File: config.mk
export PLATFORM = sky130hd
export DESIGN_NAME = dgtb_queue
export DESIGN_NICKNAME = d
export VERILOG_FILES = /design/src/dgtb_pkg.sv /design/src/dgtb_queue.sv
export SDC_FILE = /design/constraint.sdc
export NUM_CORES = 1
export LEC_CHECK = 0
export ABC_AREA = 1
export BUFFER_PORTS_ARGS = -buffer_cell sky130_fd_sc_hd__buf_2
export CAP_MARGIN = 20
export CELL_PAD_IN_SITES_DETAIL_PLACEMENT = 2
export CELL_PAD_IN_SITES_GLOBAL_PLACEMENT = 2
export CORE_MARGIN = 4
export CORE_UTILIZATION = 43
export DETAILED_ROUTE_END_ITERATION = 12
export GPL_TIMING_DRIVEN = 0
export PLACE_DENSITY_LB_ADDON = 0.1
export SETUP_SLACK_MARGIN = 0.1
export SLEW_MARGIN = 10
export SYNTH_ARGS = -nofsm -noshare
export SYNTH_HDL_FRONTEND = slang
export SYNTH_SLANG_ARGS = --single-unit
File: constraint.sdc
create_clock -name clk -period 4.3 [get_ports clk]
set_input_delay 0.215 -clock clk [delete_from_list [all_inputs] [get_ports clk]]
set_output_delay 0.215 -clock clk [all_outputs]
set_load 0.02 [all_outputs]
File: src/dgtb_pkg.sv
// ----------------------------------------------------------------------------
// dgtb_pkg
// Shared constants and types of the depth grid triangle builder.
// ----------------------------------------------------------------------------
package dgtb_pkg;

  localparam int MAX_WIDTH_DEF  = 2048;
  localparam int DEPTH_BITS_DEF = 16;
  localparam int HEIGHT_LIMIT   = 2048;

  localparam int CFG_W     = 12;  // frame_width / frame_height register width
  localparam int THR_W     = 16;  // depth_threshold width
  localparam int YW        = 11;  // row counter width
  localparam int VTX_W     = 22;  // vertex index width
  localparam int CFG_IDX_W = 2;
  localparam int CFG_DATA_W = 16;

  localparam int QUEUE_DEPTH = 4;
  localparam int QPTR_W      = 2;

  localparam logic [CFG_IDX_W-1:0] REG_FRAME_WIDTH     = 2'd0;
  localparam logic [CFG_IDX_W-1:0] REG_FRAME_HEIGHT    = 2'd1;
  localparam logic [CFG_IDX_W-1:0] REG_DEPTH_THRESHOLD = 2'd2;

  localparam logic [CFG_W-1:0] FRAME_WIDTH_RST  = 12'd1920;
  localparam logic [CFG_W-1:0] FRAME_HEIGHT_RST = 12'd1080;
  localparam logic [THR_W-1:0] THRESHOLD_RST    = 16'd50;

  // One grid cell whose corner produced at least one triangle.
  typedef struct packed {
    logic             ok_upper;  // triangle (tl, tr, bl)
    logic             ok_lower;  // triangle (tr, br, bl)
    logic [VTX_W-1:0] idx_tl;
    logic [CFG_W-1:0] width;
  } dgtb_cell_t;

endpackage

File: src/dgtb_queue.sv
// ----------------------------------------------------------------------------
// dgtb_queue
// Short FIFO of grid cells between the pixel intake and the triangle emitter.
// ----------------------------------------------------------------------------
module dgtb_queue
  import dgtb_pkg::*;
(
  input  logic       clk,
  input  logic       rst_n,
  input  logic       push,
  input  dgtb_cell_t push_cell,
  input  logic       pop,
  output dgtb_cell_t head,
  output logic       empty,
  output logic       full
);

  dgtb_cell_t          slots_r [QUEUE_DEPTH];
  logic [QPTR_W-1:0]   wr_r, rd_r;
  logic [QPTR_W:0]     cnt_r, cnt_nxt;

  assign head  = slots_r[rd_r];
  assign empty = (cnt_r == '0);
  assign full  = (cnt_r == (QPTR_W + 1)'(QUEUE_DEPTH));

  always_comb begin
    cnt_nxt = cnt_r;
    if (push && !pop) begin
      cnt_nxt = cnt_r + 1'b1;
    end else if (pop && !push) begin
      cnt_nxt = cnt_r - 1'b1;
    end
  end

  always_ff @(posedge clk) begin
    if (push) begin
      slots_r[wr_r] <= push_cell;
    end
  end

  always_ff @(posedge clk) begin
    if (!rst_n) begin
      wr_r  <= '0;
      rd_r  <= '0;
      cnt_r <= '0;
    end else begin
      cnt_r <= cnt_nxt;
      if (push) begin
        wr_r <= wr_r + 1'b1;
      end
      if (pop) begin
        rd_r <= rd_r + 1'b1;
      end
    end
  end

endmodule

# After elaboration in Yosys (flattened, before gate mapping)
# Memories as Yosys holds them, arrays and structs flattened. A register that Yosys moved wholly into a read port is not among the register bits.
# Cells that the tools add are included.
[word_totals] reg_bits=7 latch_bits=0 ram_bits=144 rom_bits=0 out_inout_bits=38 wordCells=21 memories=1
[memory_table] name="slots_r" depth=4 word_bits=36 read_ports=1 rd_clocked_by_memory_dff=1 write_ports=1 line="dgtb_queue.sv:18" text="dgtb_cell_t slots_r [QUEUE_DEPTH];"
[classes] add_sub_neg=4 n_mul=0 n_div=0 order_cmp=0 n_eq_ne=1 shift=0 muxes=6 bitwise_logic=0 reduce_logical=6
[op_table] op="3-bit two-way mux" count=2
[op_table] op="2-bit by 1-bit adder with 2-bit output (second input constant)" count=2
[op_table] op="2-bit two-way mux" count=2
[op_table] op="3-bit by 1-bit adder with 3-bit output (second input constant)" count=1
[op_table] op="3-bit equality test (second input constant)" count=1
[op_table] op="3-bit logical NOT" count=1
[op_table] op="3-bit by 1-bit subtractor with 3-bit output (second input constant)" count=1
[op_table] op="1-bit logical AND" count=2
[op_table] op="1-bit logical NOT" count=2
[op_table] op="1-bit two-way mux" count=2
[op_table] op="2-bit nonzero test" count=1

# Longest topological paths before layout
# Gate-level depths: netlist (run 1).
[logic_depth] ltp_word=4 mapped_depth=10 depth_no_buf=10

# Least setup slack after synthesis (run 1)
# OpenSTA, ideal clock, no wires.
[synth_path] path_type="register -> register" start="reg wr_r[0]" end="mem slots_r[2][0] (netlist bit), enable pin" arrival_time_ns=1.298 t_required_ns=3.909 setup_slack_ns=2.611 stages_incl_launch_ff=5 n_path_buf=0 period_less_slack_ns=1.689 path_cell_list="dfxtp_1 inv_1 ha_1 nand2_1 inv_1"
[synth_rtl] item="from (decl)" line="dgtb_queue.sv:19" text="logic [QPTR_W-1:0] wr_r, rd_r;"
[synth_rtl] item="from (signal assigned)" line="dgtb_queue.sv:49" text="wr_r <= wr_r + 1'b1;"
[synth_rtl] item="to (decl)" line="dgtb_queue.sv:18"
# No word-level cell before the write port.

==> impl_metrics.yaml, run 1 <==
synth:
  ys_types: 19
  synthesis.area_um2: 5810
  netlist_instances: 406
  synth_top_area_cell: "edfxtp_1"
  synth_top_cell_area_share_pct: 74.4
  yosys_reg_bits: 153
  yosysWarnings: 0
  leading_cell_types_by_total_area_after_synthesis: "edfxtp_1 74%, o21ai_1 5.0%, nor2_1 5.0%"
  synthesis.area_per_instance_um2: 14.3
  net_count_of_the_mapped_netlist: 452
  synth.yosys.seq_area_share_pct: 77.5
sta:
  slew_violations: 0
  finalHoldViolations: 0
  upper_clock_frequency_limit_ghz: 0.486
  setup_tns_ps: 0
  worst-slew-pin-transition_ps: 519
  slew_headroom_pct: 65.3
  rsz0062_at_grt: "no"
  setup_ws_ps: 2240
  layout_worst_path_cycle_share_pct: 47.9
  fin_worst_skew_ps: 7.82
  final.min_clock_period_ps: 2060
  setup-violations-final: 0
place:
  detailedPlacementHpwl_mm: 10.2
  placed_standard_cell_area_um2: 6500
  routabilityCongestion: 0.727
  minimum_setup_slack_after_placement_ps: 2660
  portBuffers: 77
global_route:
  antenna_found_initial: 0
  grt_util_met3_pct: 5.63
  grt_start_max_net_pins: 31
  grt_use_met1_pct: 27.9
  global_routing_s_busiest_layer: "met2"
  grt_pass1_wl_mm: 27.2
  first_global_vias: 4521
  grt.met2_usage_pct: 42.6
  grt-ovfl-total: 0
  track_usage_pct: 23.8
clock_network:
  insertion_delay_ps: 440
  path_clk_slew_ps: 60
  cts.repair.resized: 0
  cts_made_buffers: 17
  cts_htree_levels: 4
  cts_max_path_buffers: 2
  clock_tree_from_tritoncts: "yes"
  cts_root_buf: "clkbuf_16"
  numClockSinks: 153
finish:
  final_layout_size_suffix_gt1_share_pct: 25.3
  area_delta_synth_final_pct: 26.0
  post-route-util_pct: 55.3
  fin_nets: 578
  antenna_cells: 0
  area_of_all_placed_cells_without_fillers_um2: 7320
setup_path:
  reg2reg_depth: 5
  path_delay_family: "buffers and inverters"
  critical_path_endpoint_category: "primary output"
  bufs_and_invs_on_worst_path: 4
  critical_path.max_stage_delay_ps: 310
  crit_cells: 6
  timing_worst_setup_path_type: "reg2out"
  cp_data_arrival_time_ps: 1840
  cp_slowest_cell: "dfxtp_1"
  worst_r2r_startpoint: "wr_r[0]"
  worstPathMaxFanout: 10
  critPathRequiredTime_ps: 4090
  timing.rr.end: "slots_r[0][4]"
  critical_path.endpoint: "head[19]"
  worstSetupStartpointType: "flip-flop"
  reg2reg_setup_slack_ps: 2670
  path_common_cell: "buf_2"
  timing.critical_path.cells: "buf_6 -> inv_4 -> buf_2 -> o21ai_1 -> o22ai_1 -> buf_2"
floorplan:
  top_level_ports: 78
  die-area_um2: 15400
  floorplan.rows: 42
  floorplan.initialDensity_pct: 43.9
  design.core.area_um2: 13200
  dieHeight_um: 124
  die_width_um: 124
power:
  p_leak_nw: 2.69
  power_mw: 3.62
  cellPowerDensity_nw_per_um2: 494
  vdd_ir_drop_max_uv: 323
routing:
  detail_route.iter0.violations: 408
  via_count: 3967
  routed_wire_length_per_instance_um: 24.6
  wirelength_mm: 17.7
  drt_first_pass_iters: 5
  postRouteAntennaNets: 0
  via_per_inst: 5.50
  drcViolationCount: 0
worst_hold_path:
  min-delay-path-class: "in2reg"
status:
  run_status: "finished, final reports clean"
job:
  drv_cap: 0
## how the worst min path moves through the flow
| stage | cells past startpoint | slack (ps) | end | start |
|---|---|---|---|---|
| after detailed placement | 1 | 430 | slots_r[3][2] | push_cell[2] |
| after CTS | 1 | 0.3 | slots_r[1][10] | push_cell[10] |
| after global routing | 1 | 8 | slots_r[0][12] | push_cell[12] |
| after global placement | 1 | 430 | slots_r[0][29] | push_cell[29] |
| after floorplan | 0 | 310 | slots_r[0][0] | push_cell[0] |
| final | 1 | 20 | slots_r[1][33] | push_cell[33] |
## cell families after synthesis
| group | after synthesis | share of synthesized area (%) |
|---|---|---|
| flip-flops | 153 | 77.5 |
| AND/OR/NAND/NOR | 90 | 5.92 |
| adder cells (fa/ha/maj) | 6 | 1.42 |
| buffers and inverters | 39 | 4.20 |
| AO/OA/AOI/OAI | 118 | 10.9 |
## layout make-up
type                            instances  area [um^2]
Buffer                                 22          173
Clock buffer                           22          464
Clock inverter                         10          103
Fill cell                            1256         5920
Inverter                               17         71.3
Multi-Input combinational cell        214         1060
Sequential cell                       153         4500
Tap cell                              176          220
Timing Repair Buffer                  107          726
## sequential cells by signal, summed over array words and instances, names as in the netlist, named ones only
| register | count |
|---|---|
| cnt_r | 3 |
| rd_r | 2 |
| slots_r | 144 |
| wr_r | 2 |
## metrics by stage
| stage | hold slack (ps) | instances |
|---|---|---|
| floorplan | 314 | 406 |
| global placement | 426 | 659 |
| detailed placement | 433 | 663 |
| CTS | 0.300 | 721 |
| global route | 8.12 | 721 |
| finish | 23.6 | 721 |
## where the power goes
| group | switching, mW | total, mW | internal [mW] |
|---|---|---|---|
| clock | 0.594 | 1.47 | 0.877 |
| sequential | 0.0248 | 1.72 | 1.70 |
| combinational | 0.282 | 0.421 | 0.139 |
## metal layers
layer	part of all wire, %	vias up	wire, um
met3	4.6	21	814
met4	1.5	0	272
met5	0	-	0
li1	-	1756	-
met2	54	115	9540
met1	40	2075	7110
## cells in the mapped netlist, drive strengths merged
master	number
edfxtp	144
o21ai	78
nor2	77
o22ai	36
buf	22
inv	17
dfxtp	9
nand2	9
ha	5
a21oi	4
nor3	2
fa	1
nand3	1
nand4	1
## cells in the final DEF (no fill, tap or decap), drive strengths merged
cell type    Yosys  layout
edfxtp         144     144
nand3            1       1
o21ai           78      78
nand2            9       9
inv             17      17
nand4            1       1
nor3             2       2
clkinvlp         0       1
bufinv           0       2
nor2            77      77
clkinv           0       7
dfxtp            9       9
a21oi            4       4
dlygate4sd3      0      26
ha               5       5
fa               1       1
clkbuf           0      22
buf             22     103
o22ai           36      36
## worst reg2reg max path, cell delays in order, from the launching register on
cell	delay [ps]
dfxtp_1	330
inv_1	110
ha_1	160
nand2_1	60
inv_2	390
buf_12	260
## timing repair
action	in CTS	in global routing
setup buffers	0	0
hold buffers	26	0
endpoints found under the hold margin	94	0
Note: power is estimated with default switching activity, not from simulation.
==> run 2: changes to the inputs <==
Settings changed: CORE_UTILIZATION 43 to 36.
Clock period 4.3 ns to 1.7 ns, I/O delays scaled along.
==> impl_metrics.yaml, run 2 (synthesis results as in run 1) <==
status:
  run_status: "finished, violations left"
  violations_in_the_final_reports: "setup timing"
sta:
  slew_headroom_pct: 66.8
  slew_violations: 0
  finalHoldViolations: 0
  setup_ws_ps: -74.2
  final.min_clock_period_ps: 1770
  layout_worst_path_cycle_share_pct: 104
  setup-violations-final: 15
  setup_tns_ps: -520
  worst-slew-pin-transition_ps: 492
  fin_worst_skew_ps: 15.7
  rsz0062_at_grt: "yes"
  upper_clock_frequency_limit_ghz: 0.564
routing:
  detail_route.iter0.violations: 286
  via_per_inst: 5.19
  wirelength_mm: 21.0
  routed_wire_length_per_instance_um: 26.0
  postRouteAntennaNets: 0
  drcViolationCount: 0
  via_count: 4191
  drt_first_pass_iters: 4
floorplan:
  floorplan.initialDensity_pct: 36.7
  design.core.area_um2: 15800
  dieHeight_um: 135
  floorplan.rows: 46
  top_level_ports: 78
  die-area_um2: 18200
  die_width_um: 135
setup_path:
  cp_data_arrival_time_ps: 1690
  critPathRequiredTime_ps: 1620
  worstSetupStartpointType: "flip-flop"
  critical_path_endpoint_category: "primary output"
  worstPathMaxFanout: 10
  path_delay_family: "buffers and inverters"
  timing.rr.end: "slots_r[1][33]"
  critical_path.max_stage_delay_ps: 370
  reg2reg_setup_slack_ps: 190
  bufs_and_invs_on_worst_path: 4
  worst_r2r_startpoint: "wr_r[1]"
  reg2reg_depth: 5
  cp_slowest_cell: "dfxtp_4"
  timing_worst_setup_path_type: "reg2out"
  timing.critical_path.cells: "buf_12 -> inv_16 -> buf_8 -> nor2_1 -> o22ai_1 -> buf_4"
  crit_cells: 6
finish:
  most_used_cells_in_the_layout_excluding_fill_and_tap_cells: "144 x edfxtp_1, 56 x nor2_1, 41 x buf_2"
  largest_reg_flops: 144
  area_of_all_placed_cells_without_fillers_um2: 8940
  leading_cell_type_in_the_layout_fill_and_taps_excluded: "edfxtp_1"
  antenna_cells: 0
  register_bank_with_the_most_flops: "slots_r"
  num-fill-cells: 1385
  post-route-util_pct: 56.5
  fin_nets: 625
  final_layout_size_suffix_gt1_share_pct: 44.3
  area_delta_synth_final_pct: 53.9
  biggestRegsByFlops: "slots_r: 144 flops, cnt_r: 3 flops"
worst_hold_path:
  min-delay-path-class: "in2reg"
  timing.hold.worst_path_depth: 3
  worstHoldEndpoint: "wr_r[1]"
  min_from: "push"
power:
  switching_share_pct: 25.9
  cellPowerDensity_nw_per_um2: 1150
  netSwitchingPower_mw: 2.67
  power_frac_clock_pct: 41.5
  internal_power_mw: 7.65
  vdd_ir_drop_max_uv: 722
  seqPwrFrac_pct: 42.4
  power.share.combinational_pct: 16.1
  power_mw: 10.3
  p_leak_nw: 3.21
global_route:
  grt_start_max_net_pins: 19
  antenna_found_initial: 0
  track_usage_pct: 23.4
  first_global_vias: 4822
  grt_pass1_wl_mm: 30.4
  grt-ovfl-total: 0
clock_network:
  path_clk_slew_ps: 60
  cts_made_buffers: 17
  cts_max_path_buffers: 2
  cts_root_buf: "clkbuf_16"
  cts_htree_levels: 4
  insertion_delay_ps: 440
  clock_tree_from_tritoncts: "yes"
  numClockSinks: 153
place:
  portBuffers: 77
  routabilityCongestion: 0.710
  minimum_setup_slack_after_placement_ps: -577
  placed_standard_cell_area_um2: 6480
  detailedPlacementHpwl_mm: 9.35
job:
  drv_cap: 0
[run 2: area by class of cell]
class                           count  area [um^2]  share of cell area (%)
Buffer                             22          369                    4.13
Clock buffer                       17          425                    4.76
Clock inverter                     15          224                    2.50
Inverter                           17          103                    1.15
Multi-Input combinational cell    214         1580                    17.7
Sequential cell                   153         4510                    50.4
Tap cell                          216          270                    3.02
Timing Repair Buffer              149         1420                    15.9
Timing Repair inverter              5         36.3                   0.406
[run 2: tightest hold or removal path: stages]
cell and delay (ps):
buf_2 150, inv_1 120, a21oi_1 70
[run 2: layer usage]
layer  vias up  wire length, um  track usage [%]
met3        28              858             4.32
met1      2193             7930             25.8
met5         -                0                0
met2       110            11800             45.5
li1       1860                -                -
met4         0              355             6.94
[run 2: repair_timing]
item	CTS	global route
resized for setup	186	76
setup buffers	28	3
cloned	9	1
hold buffers	37	0
endpoints found under the setup margin	180	82
endpoints found under the hold margin	151	0
pin swaps	33	18
[run 2: worst max-delay path by stage]
stage | end | slack (ps)
2_1_floorplan | slots_r[0][0] | 120
4_1_cts | head[29] | -40
6_report | head[4] | -70
3_5_place_dp | slots_r[0][11] | -580
5_1_grt | head[4] | -130
3_3_place_gp | slots_r[0][5] | -510
[run 2: power by group through the flow]
stage / registers, mW / logic, mW / clock network (mW)
after floorplan: 4.41 / 0.574 / 0
after global placement: 4.42 / 0.945 / 0
after detailed placement: 4.44 / 0.982 / 0
after CTS: 4.36 / 1.51 / 4.25
after global routing: 4.39 / 1.76 / 4.50
final: 4.38 / 1.66 / 4.29
[run 2: metrics by stage]
| stage | hold WS (ps) | instances |
|---|---|---|
| after global placement | 297 | 699 |
| after detailed placement | 305 | 699 |
| after floorplan | 184 | 406 |
| after global routing | 61.6 | 808 |
| final | 51.6 | 808 |
| after CTS | 2.56 | 805 |
