===== config.mk =====
export PLATFORM = sky130hd
export DESIGN_NAME = dgtb_back
export DESIGN_NICKNAME = d
export VERILOG_FILES = /design/src/dgtb_pkg.sv /design/src/dgtb_back.sv
export SDC_FILE = /design/constraint.sdc
export NUM_CORES = 1
export LEC_CHECK = 0
export BUFFER_PORTS_ARGS = -buffer_cell sky130_fd_sc_hd__buf_2
export CORE_MARGIN = 4
export CORE_UTILIZATION = 50
export CTS_BUF_LIST = sky130_fd_sc_hd__clkbuf_8
export DETAILED_ROUTE_END_ITERATION = 16
export PLACE_DENSITY = 0.75
export RECOVER_POWER = 50
export SKIP_LAST_GASP = 1
export SLEW_MARGIN = 15
export SYNTH_ARGS = -nofsm -noshare
export SYNTH_HDL_FRONTEND = slang
export SYNTH_SLANG_ARGS = --single-unit
export TNS_END_PERCENT = 1

===== constraint.sdc =====
create_clock -name clk -period 11.85 [get_ports clk]
set_input_delay 2.37 -clock clk [delete_from_list [all_inputs] [get_ports clk]]
set_output_delay 2.37 -clock clk [all_outputs]
set_load 0.005 [all_outputs]

===== src/dgtb_pkg.sv =====
// ----------------------------------------------------------------------------
// dgtb_pkg
// Shared constants and types of the depth grid triangle builder.
// ----------------------------------------------------------------------------
package dgtb_pkg;

  localparam int MAX_WIDTH_DEF  = 2048;
  localparam int DEPTH_BITS_DEF = 16;
  localparam int HEIGHT_LIMIT   = 2048;

  localparam int CFG_W     = 12;  // frame_width / frame_height register width
  localparam int THR_W     = 16;  // depth_threshold width
  localparam int YW        = 11;  // row counter width
  localparam int VTX_W     = 22;  // vertex index width
  localparam int CFG_IDX_W = 2;
  localparam int CFG_DATA_W = 16;

  localparam int QUEUE_DEPTH = 4;
  localparam int QPTR_W      = 2;

  localparam logic [CFG_IDX_W-1:0] REG_FRAME_WIDTH     = 2'd0;
  localparam logic [CFG_IDX_W-1:0] REG_FRAME_HEIGHT    = 2'd1;
  localparam logic [CFG_IDX_W-1:0] REG_DEPTH_THRESHOLD = 2'd2;

  localparam logic [CFG_W-1:0] FRAME_WIDTH_RST  = 12'd1920;
  localparam logic [CFG_W-1:0] FRAME_HEIGHT_RST = 12'd1080;
  localparam logic [THR_W-1:0] THRESHOLD_RST    = 16'd50;

  // One grid cell whose corner produced at least one triangle.
  typedef struct packed {
    logic             ok_upper;  // triangle (tl, tr, bl)
    logic             ok_lower;  // triangle (tr, br, bl)
    logic [VTX_W-1:0] idx_tl;
    logic [CFG_W-1:0] width;
  } dgtb_cell_t;

endpackage


===== src/dgtb_back.sv =====
// ----------------------------------------------------------------------------
// dgtb_back
// Triangle emitter: turns each queued cell into one or two output triangles.
// ----------------------------------------------------------------------------
module dgtb_back
  import dgtb_pkg::*;
(
  input  logic             clk,
  input  logic             rst_n,
  input  dgtb_cell_t       head,
  input  logic             q_empty,
  output logic             pop,
  output logic             out_valid,
  input  logic             out_ready,
  output logic [VTX_W-1:0] out_a,
  output logic [VTX_W-1:0] out_b,
  output logic [VTX_W-1:0] out_c,
  output logic             out_last
);

  logic             phase_r;      // upper triangle of the head cell already sent
  logic             out_valid_r;
  logic [VTX_W-1:0] a_r, b_r, c_r;
  logic             last_r;

  logic             load, first;
  logic [VTX_W-1:0] idx_tr, idx_bl, idx_br;

  assign load   = !q_empty && (!out_valid_r || out_ready);
  assign first  = !phase_r && head.ok_upper;
  assign pop    = load && !(first && head.ok_lower);
  assign idx_tr = head.idx_tl + 1'b1;
  assign idx_bl = head.idx_tl + VTX_W'(head.width);
  assign idx_br = idx_bl + 1'b1;

  always_ff @(posedge clk) begin
    if (load) begin
      a_r    <= first ? head.idx_tl : idx_tr;
      b_r    <= first ? idx_tr : idx_br;
      c_r    <= idx_bl;
      last_r <= first ? !head.ok_lower : 1'b1;
    end
  end

  always_ff @(posedge clk) begin
    if (!rst_n) begin
      phase_r     <= 1'b0;
      out_valid_r <= 1'b0;
    end else begin
      if (load) begin
        phase_r     <= first && head.ok_lower;
        out_valid_r <= 1'b1;
      end else if (out_ready) begin
        out_valid_r <= 1'b0;
      end
    end
  end

  assign out_valid = out_valid_r;
  assign out_a     = a_r;
  assign out_b     = b_r;
  assign out_c     = c_r;
  assign out_last  = last_r;

endmodule


# [Word-level counts from Yosys, hierarchy flattened]
# Index checks and enable logic that the tools add are counted.
[word_totals] ff_bits=69 input_bits=40 output_inout_bits=69 word_cells=24
[op_classes] n_addsub=3 n_mux=4 reduce_logical=11
[op_table] op="adder 22 x 1 -> 22 bit (second input constant)" n=2
[op_table] op="2-to-1 mux 22 bit" n=2
[op_table] op="adder 22 x 12 -> 22 bit" n=1
[op_table] op="logical NOT 1 bit" n=5
[op_table] op="logical AND 1 bit" n=4
[op_table] op="2-to-1 mux 1 bit" n=2
[op_table] op="nonzero test 2 bit" n=1
[op_table] op="logical OR 1 bit" n=1

# [Longest topological paths before layout]
# Gate-level depths: netlist of run 1.
[logic_depth] word_depth=5 depth_mapped=11 depth_no_buf=11

# [Least setup slack after synthesis of run 1]
# No wires, ideal clock.
[synth_path] path_kind="input to output" startpoint="in out_ready" endpoint="out pop" arrival_ns=5.948 required_ns=9.480 slack_ns=3.532 cell_stages=3 n_path_buf=0 path_cell_list="nand2b_1 nor2b_1 and2_1"
[synth_between] elab_chain_len=3
[synth_lines] element="from (decl)" line_no="dgtb_back.sv:14" text="input logic out_ready,"
[synth_lines] element="logical OR 1 bit" line_no="dgtb_back.sv:29" text="assign load = !q_empty && (!out_valid_r || out_ready);"
[synth_lines] element="logical AND 1 bit" line_no="dgtb_back.sv:29"
[synth_lines] element="net load" line_no="dgtb_back.sv:26" text="logic load, first;"
[synth_lines] element="logical AND 1 bit" line_no="dgtb_back.sv:31" text="assign pop = load && !(first && head.ok_lower);"
[synth_lines] element="to (decl)" line_no="dgtb_back.sv:12" text="output logic pop,"
# The timed path passes the listed nets, and every way through them passes these cells.

# [Worst setup path after layout of run 1]
[layout_path] startpoint="in out_ready" endpoint="reg phase_r"
[layout_between] elab_chain_len=2
[layout_lines] element="logical OR 1 bit" line_no="dgtb_back.sv:29"
[layout_lines] element="logical AND 1 bit" line_no="dgtb_back.sv:29"
[layout_lines] element="net load" line_no="dgtb_back.sv:26"
[layout_lines] element="to (signal assigned)" line_no="dgtb_back.sv:51" text="phase_r <= first && head.ok_lower;"
[layout_lines] element="to (decl)" line_no="dgtb_back.sv:21" text="logic phase_r;"
# The timed path passes the listed nets, and every way through them passes these cells.
# A chain may end at the register's enable or synchronous reset.

==> results.yml, run 1 <==
run_status:
  status: "complete, but fails checks"
  failing_checks: "capacitance limit, slew limit"
setup_path:
  cp_slowest_cell: "sky130_fd_sc_hd__clkbuf_1"
  crit_arrival_ns: 5.81
  critical_path_peak_fanout: 69
  critical_path_required_ns: 12.13
  critPathKind: "in2reg"
  kind_of_capture_point_of_the_worst_setup_path: "flop"
  crit_path_buffers_inverters: 2
  critical-path-top-delay-family: "buffers and inverters"
  crit_chain: "buf_2 > nand2b_1 > nor2b_1 > clkbuf_1 > nand3_1 > a21boi_0"
  critical_path.startpoint_type: "input pin"
  critical-path-max-stage-delay_ns: 2.58
clocking:
  cts-resized-gates: 0
  cts_htree_levels: 3
  postCtsSetupRepairBufs: 0
  clock_tree.buffer_depth: 2
  cts_bufs_inserted: 9
  path_clk_slew_ns: 0.08
  clock-sinks: 69
  cts_tree: "built"
  root_buffer: "sky130_fd_sc_hd__clkbuf_8"
  clk_latency_ns: 0.36
  number_of_buffers_inserted_by_hold_repair_at_cts: 0
grt:
  groute.usage.overall_pct: 21.8
  overflow: 0
  number_of_global_route_vias_before_repair: 3510
  antenna_found_initial: 0
  largest_net_degree_at_the_start_of_global_routing: 70
  first_pass_grt_wire_length_um: 17600
sta:
  setup-tns-final_ns: 0
  slew_viol_final: 70
  max_freq_ghz: 0.181
  final.setup.worst_slack_ns: 6.32
  unrepaired_setup_endpoints_after_global_routing: "false"
  report.final.setup_viol: 0
  transition_time_at_the_pin_with_the_least_slew_margin_ns: 3.65
  final_min_period_over_clock_period_pct: 46.7
  report.final.hold_viol_count: 0
  finClkSkew_ns: 0.0128
  period_minus_slack_ns: 5.53
  max_slew_margin_pct: -144
synthesis:
  synth_top_area_cell: "sky130_fd_sc_hd__edfxtp_1"
  post_synth_top_cells: "sky130_fd_sc_hd__edfxtp_1 (67), sky130_fd_sc_hd__nand2_1 (51), sky130_fd_sc_hd__xnor2_1 (36), sky130_fd_sc_hd__nor2_1 (31), sky130_fd_sc_hd__xor2_1 (27)"
  asyncSetResetFlopFracSynth_pct: 0
  mappedNetlistNets: 482
  synth_area_per_cell_um2: 10.4
  synth_sequential_area_ratio_pct: 46.1
  most_used_flip_flop_cell_after_synthesis: "sky130_fd_sc_hd__edfxtp_1"
  netlist_area_pre_place_um2: 4450
  synthesis.instances: 427
  synth.lib_cells_used.distinct: 66
  synth_edf_count: 67
  synth_top_cells_by_area: "sky130_fd_sc_hd__edfxtp_1 (45%), sky130_fd_sc_hd__xnor2_1 (7.1%), sky130_fd_sc_hd__xor2_1 (5.3%)"
  synth_seq_cells: 69
  synthMostInstantiatedCell: "sky130_fd_sc_hd__edfxtp_1"
  synth_largest_type_area_fraction_pct: 45.2
  ys_warn_count: 0
finish:
  insertedDiodeCount: 0
  layout-drive-gt1-share_pct: 20.9
  synthToLayoutAreaGrowth_pct: 17.8
  layout_nets: 582
die:
  row_count: 34
  die_w_um: 102
  pin_count: 109
  core_area_um2: 8680
  die_area_um2: 10500
  die-height_um: 102
  floorplan.initialDensity_pct: 51.3
pwr:
  switching_share_pct: 28.5
  power.clock.fraction_pct: 34.3
  sequentialPowerShare_pct: 43.8
  power.density_nw_per_um2: 131
  static-leakage-power_nw: 2.00
  comb_power_share_pct: 21.9
  internal_power_mw: 0.492
  max-vdd-ir-drop_v: 0.0000589
  p_sw_mw: 0.196
detailed_routing:
  detail-route-antenna-nets: 0
  routed_via_density: 5.92
  drc_errors: 0
  dr.first_iter.drc_count: 329
  dr.pass1.iters: 4
  route.detailed.wl_per_inst_um: 18.0
  totalWireLength_um: 11600
  dr_total_vias: 3788
place:
  dp_slack_ns: 6.22
  place_hpwl_um: 8360
  placement.io_buffers: 108
  gp_congestion: 0.896
flow_run:
  timing.max_cap.violations: 1
hold_path:
  hold_class: "reg2reg"
flip-flops by register name, summed over array words and instances (netlist names):
name       count
phase_r        1
out_valid      1
out_a         22
out_c         22
out_last       1
out_b         22
worst reg2reg max path: stages (launching register included):
cell,delay (ns)
sky130_fd_sc_hd__dfxtp_1,0.32
sky130_fd_sc_hd__nand2b_1,0.08
sky130_fd_sc_hd__nor2b_1,0.18
sky130_fd_sc_hd__clkbuf_1,2.58
sky130_fd_sc_hd__nand3_1,0.21
sky130_fd_sc_hd__a21boi_0,0.29
routing by layer:
metal / routed length (um) / vias up / part of all wire, % / global-route usage [%]
li1: - / 1786 / - / -
met1: 4920 / 1780 / 43 / 31.1
met2: 5420 / 198 / 47 / 34.3
met3: 1020 / 24 / 8.8 / 3.34
met4: 191 / 0 / 1.7 / 7.06
met5: 0 / - / 0 / 0
layout make-up:
cell class | count | area, um2
Clock buffer | 9 | 124
Clock inverter | 7 | 115
Fill cell | 742 | 3440
Inverter | 4 | 15.0
Multi-Input combinational cell | 332 | 2290
Sequential cell | 69 | 2050
Tap cell | 108 | 135
Timing Repair Buffer | 111 | 508
cell families (layout without fill, tap and decap cells):
logic type      after synthesis  count (layout)  synth area share, %
simple gates                156             156                 17.7
compound gates               94              94                 16.0
flops                        69              69                 46.1
xor+xnor                     64              64                 12.8
buf+inv                      26             131                 2.36
fa+ha+maj                    15              15                 4.39
mux                           3               3                0.675
final timing paths:
kind / to / slack [ns] / startpoint / cells after the start
min reg2reg: phase_r / 0.51 / phase_r / 2
max: phase_r / 6.32 / out_ready / 6
max reg2reg: phase_r / 8.11 / out_valid / 5
min: phase_r / 0.51 / phase_r / 2
through the flow:
stage	util, %	hold WS [ns]	power, mW	instance area (um2)	std cells
floorplan	-	0.465	0.404	4450	427
global placement	58.4	0.486	0.453	5070	624
detailed placement	58.4	0.507	0.456	5070	624
CTS	61.1	0.519	0.689	5310	640
global route	60.4	0.532	0.715	5240	640
finish	60.4	0.505	0.688	5240	640
power by group through the flow:
stage	clock network, mW	logic [mW]	registers (mW)
floorplan	0	0.0942	0.309
global placement	0	0.147	0.305
detailed placement	0	0.151	0.306
CTS	0.236	0.153	0.300
global route	0.246	0.165	0.304
finish	0.236	0.151	0.302
placed cells by master, fill, tap and decap left out, drive strengths merged, types with 9 or more instances in the layout:
master and instances:
a211oi 9, a21oi 17, and3 9, buf 73, clkbuf 47, edfxtp 67, ha 14, nand2 51
nand3 21, nor2 31, nor3 9, o21ai 19, xnor2 36, xor2 28
Note: power is estimated with default switching activity, not from simulation.
==> inputs of run 2 (changes only) <==
Settings changed: ABC_AREA set to 1, PLACE_DENSITY 0.75 to 0.78.
Clock period 11.85 ns to 4.75 ns, I/O delays scaled along.
==> run 2 against run 1 <==
The flow still finishes with violations (capacitance limit, slew limit). Sequential power grew to 2.5 times the previous value. Sequential share of layout area is 1.9 points lower. Register-to-register slack worse by 6.2 ns. Final cell count is 30% higher. Routed wire length is 1.0% higher. Count of clock-buffer cells in the layout stayed put. Clock power is 93% higher. Synthesized cell count is 41% higher. Flip-flop and latch count stayed put. Worst setup slack worse by 5.4 ns. Via count is 14% higher. Power is 130% higher.
==> results.yml, run 2 <==
run_status:
  status: "complete, but fails checks"
  failing_checks: "capacitance limit, slew limit"
die:
  core_area_um2: 9200
  pin_count: 109
  row_count: 35
  floorplan.initialDensity_pct: 51.3
  die_w_um: 105
  die_area_um2: 11000
  die-height_um: 105
grt:
  overflow: 0
  first_pass_grt_wire_length_um: 19100
  number_of_global_route_vias_before_repair: 3931
  groute.usage.overall_pct: 21.5
  largest_net_degree_at_the_start_of_global_routing: 69
  antenna_found_initial: 0
clocking:
  root_buffer: "sky130_fd_sc_hd__clkbuf_8"
  cts_htree_levels: 3
  clk_latency_ns: 0.34
  postCtsSetupRepairBufs: 0
  cts_bufs_inserted: 9
  path_clk_slew_ns: 0.07
  cts_tree: "built"
  clock_tree.buffer_depth: 2
  cts-resized-gates: 0
  number_of_buffers_inserted_by_hold_repair_at_cts: 0
  clock-sinks: 69
place:
  placement.io_buffers: 108
  gp_congestion: 0.915
  dp_slack_ns: 1.21
  place_hpwl_um: 9280
pwr:
  max-vdd-ir-drop_v: 0.000125
  power.density_nw_per_um2: 292
  power.total_mw: 1.61
  static-leakage-power_nw: 2.63
setup_path:
  crit_path_buffers_inverters: 4
  kind_of_capture_point_of_the_worst_setup_path: "output port"
  critical_path.startpoint_type: "input pin"
  r2r_cells: 4
  critPathKind: "in2out"
  critical-path-top-delay-family: "buffers and inverters"
  total_number_of_cells_along_the_worst_setup_path: 7
  r2r_setup_slack_ns: 1.92
  timing.critical_path.from: "head[35]"
  cp_slowest_cell: "sky130_fd_sc_hd__clkbuf_1"
  critical_path_required_ns: 3.80
  critical-path-max-stage-delay_ns: 1.19
  worstSetupEndpoint: "pop"
  crit_arrival_ns: 2.90
  worst_path_most_repeated_cell: "sky130_fd_sc_hd__buf_2"
  crit_chain: "buf_2 > inv_1 > nor2_2 > clkbuf_1 > nand2_1 > and2_1 > buf_2"
  critical_path_peak_fanout: 36
  r2r-start: "phase_r"
  worstReg2RegEnd: "out_a[11]"
detailed_routing:
  drc_errors: 0
  dr.first_iter.drc_count: 368
  dr.pass1.iters: 5
  dr_total_vias: 4321
  totalWireLength_um: 11700
  detail-route-antenna-nets: 0
  route.detailed.wl_per_inst_um: 14.1
  routed_via_density: 5.21
synthesis:
  synth_seq_cells: 69
  synth_edf_count: 67
  post_synth_top_cells: "sky130_fd_sc_hd__nand2_1 (200), sky130_fd_sc_hd__inv_1 (85), sky130_fd_sc_hd__edfxtp_1 (67), sky130_fd_sc_hd__nand3_1 (42), sky130_fd_sc_hd__nor2_1 (38)"
  synth_sequential_area_ratio_pct: 43.5
  synth_top_area_cell: "sky130_fd_sc_hd__edfxtp_1"
  synth_area_per_cell_um2: 7.86
  mappedNetlistNets: 655
  synth.lib_cells_used.distinct: 33
  synth_largest_type_area_fraction_pct: 42.7
  most_used_flip_flop_cell_after_synthesis: "sky130_fd_sc_hd__edfxtp_1"
  synthesis.instances: 600
  asyncSetResetFlopFracSynth_pct: 0
  synthMostInstantiatedCell: "sky130_fd_sc_hd__nand2_1"
  netlist_area_pre_place_um2: 4710
  synth_top_cells_by_area: "sky130_fd_sc_hd__edfxtp_1 (43%), sky130_fd_sc_hd__nand2_1 (16%), sky130_fd_sc_hd__inv_1 (6.8%)"
  ys_warn_count: 0
hold_path:
  hold_class: "reg2reg"
finish:
  insertedDiodeCount: 0
  layout-drive-gt1-share_pct: 19.5
  layout_nets: 768
  final_common_cell: "sky130_fd_sc_hd__nand2_1"
  mostFrequentLayoutCells: "sky130_fd_sc_hd__nand2_1 (201), sky130_fd_sc_hd__inv_1 (86), sky130_fd_sc_hd__buf_2 (74)"
  synthToLayoutAreaGrowth_pct: 16.8
sta:
  final.setup.worst_slack_ns: 0.902
  max_freq_ghz: 0.260
  period_minus_slack_ns: 3.85
  report.final.hold_viol_count: 0
  finClkSkew_ns: 0.00634
  setup-tns-final_ns: 0
  transition_time_at_the_pin_with_the_least_slew_margin_ns: 1.66
  max_slew_margin_pct: -10.9
  final_min_period_over_clock_period_pct: 81.0
  unrepaired_setup_endpoints_after_global_routing: "false"
  report.final.setup_viol: 0
  slew_viol_final: 106
flow_run:
  timing.max_cap.violations: 2
## run 2: metal layers
metal	GRT usage, %	share of wire [%]	vias up
li1	-	-	2161
met1	30.0	45	1953
met2	34.8	46	188
met3	3.15	7.6	19
met4	6.09	1.7	0
met5	0	0	-
## run 2: stage by stage
stage	utilization [%]	std cells	hold slack [ns]	area [um2]
final	59.9	829	0.497	5500
after floorplan	-	600	0.479	4720
after global routing	59.9	829	0.547	5500
after CTS	60.5	829	0.542	5570
after detailed placement	58.4	813	0.529	5380
after global placement	58.4	813	0.503	5380
## run 2: worst min path at each step
stage,from,depth (start not counted),endpoint,slack [ns]
final,out_valid,2,out_valid,0.50
after global routing,out_valid,2,out_valid,0.55
after CTS,out_valid,2,out_valid,0.54
after detailed placement,out_valid,2,out_valid,0.53
after global placement,out_valid,2,out_valid,0.50
after floorplan,phase_r,2,phase_r,0.48
## run 2: cells by family (layout without fill, tap and decap cells)
logic type      after synthesis  in the layout  synth area share [%]
xor+xnor                     26             26                  4.99
compound gates               45             45                  4.99
flops                        69             69                  43.5
fa+ha+maj                    15             15                  4.14
mux                           1              1                 0.212
simple gates                345            345                  33.8
buf+inv                      99            217                  8.28
## run 2: worst reg2reg max path: stages, from the launching register on
cell and delay (ns):
sky130_fd_sc_hd__dfxtp_1 0.32, sky130_fd_sc_hd__nor2_2 0.09, sky130_fd_sc_hd__clkbuf_1 1.19, sky130_fd_sc_hd__inv_4 0.53, sky130_fd_sc_hd__o21ai_0 0.48
## run 2: layout make-up
cell class	instances	area (um2)
fillers	833	3690
multi-input cells	432	2270
flip-flops and latches	69	2050
repair buffers	110	507
inverters	91	344
well taps	111	139
clock buffers	9	124
clock inverters	7	67.6
## run 2: where the power goes
part	internal, mW	leakage (nW)	switching (mW)
Sequential	0.743	0.668	0.0139
Combinational	0.129	1.86	0.264
Clock	0.239	0.0964	0.217
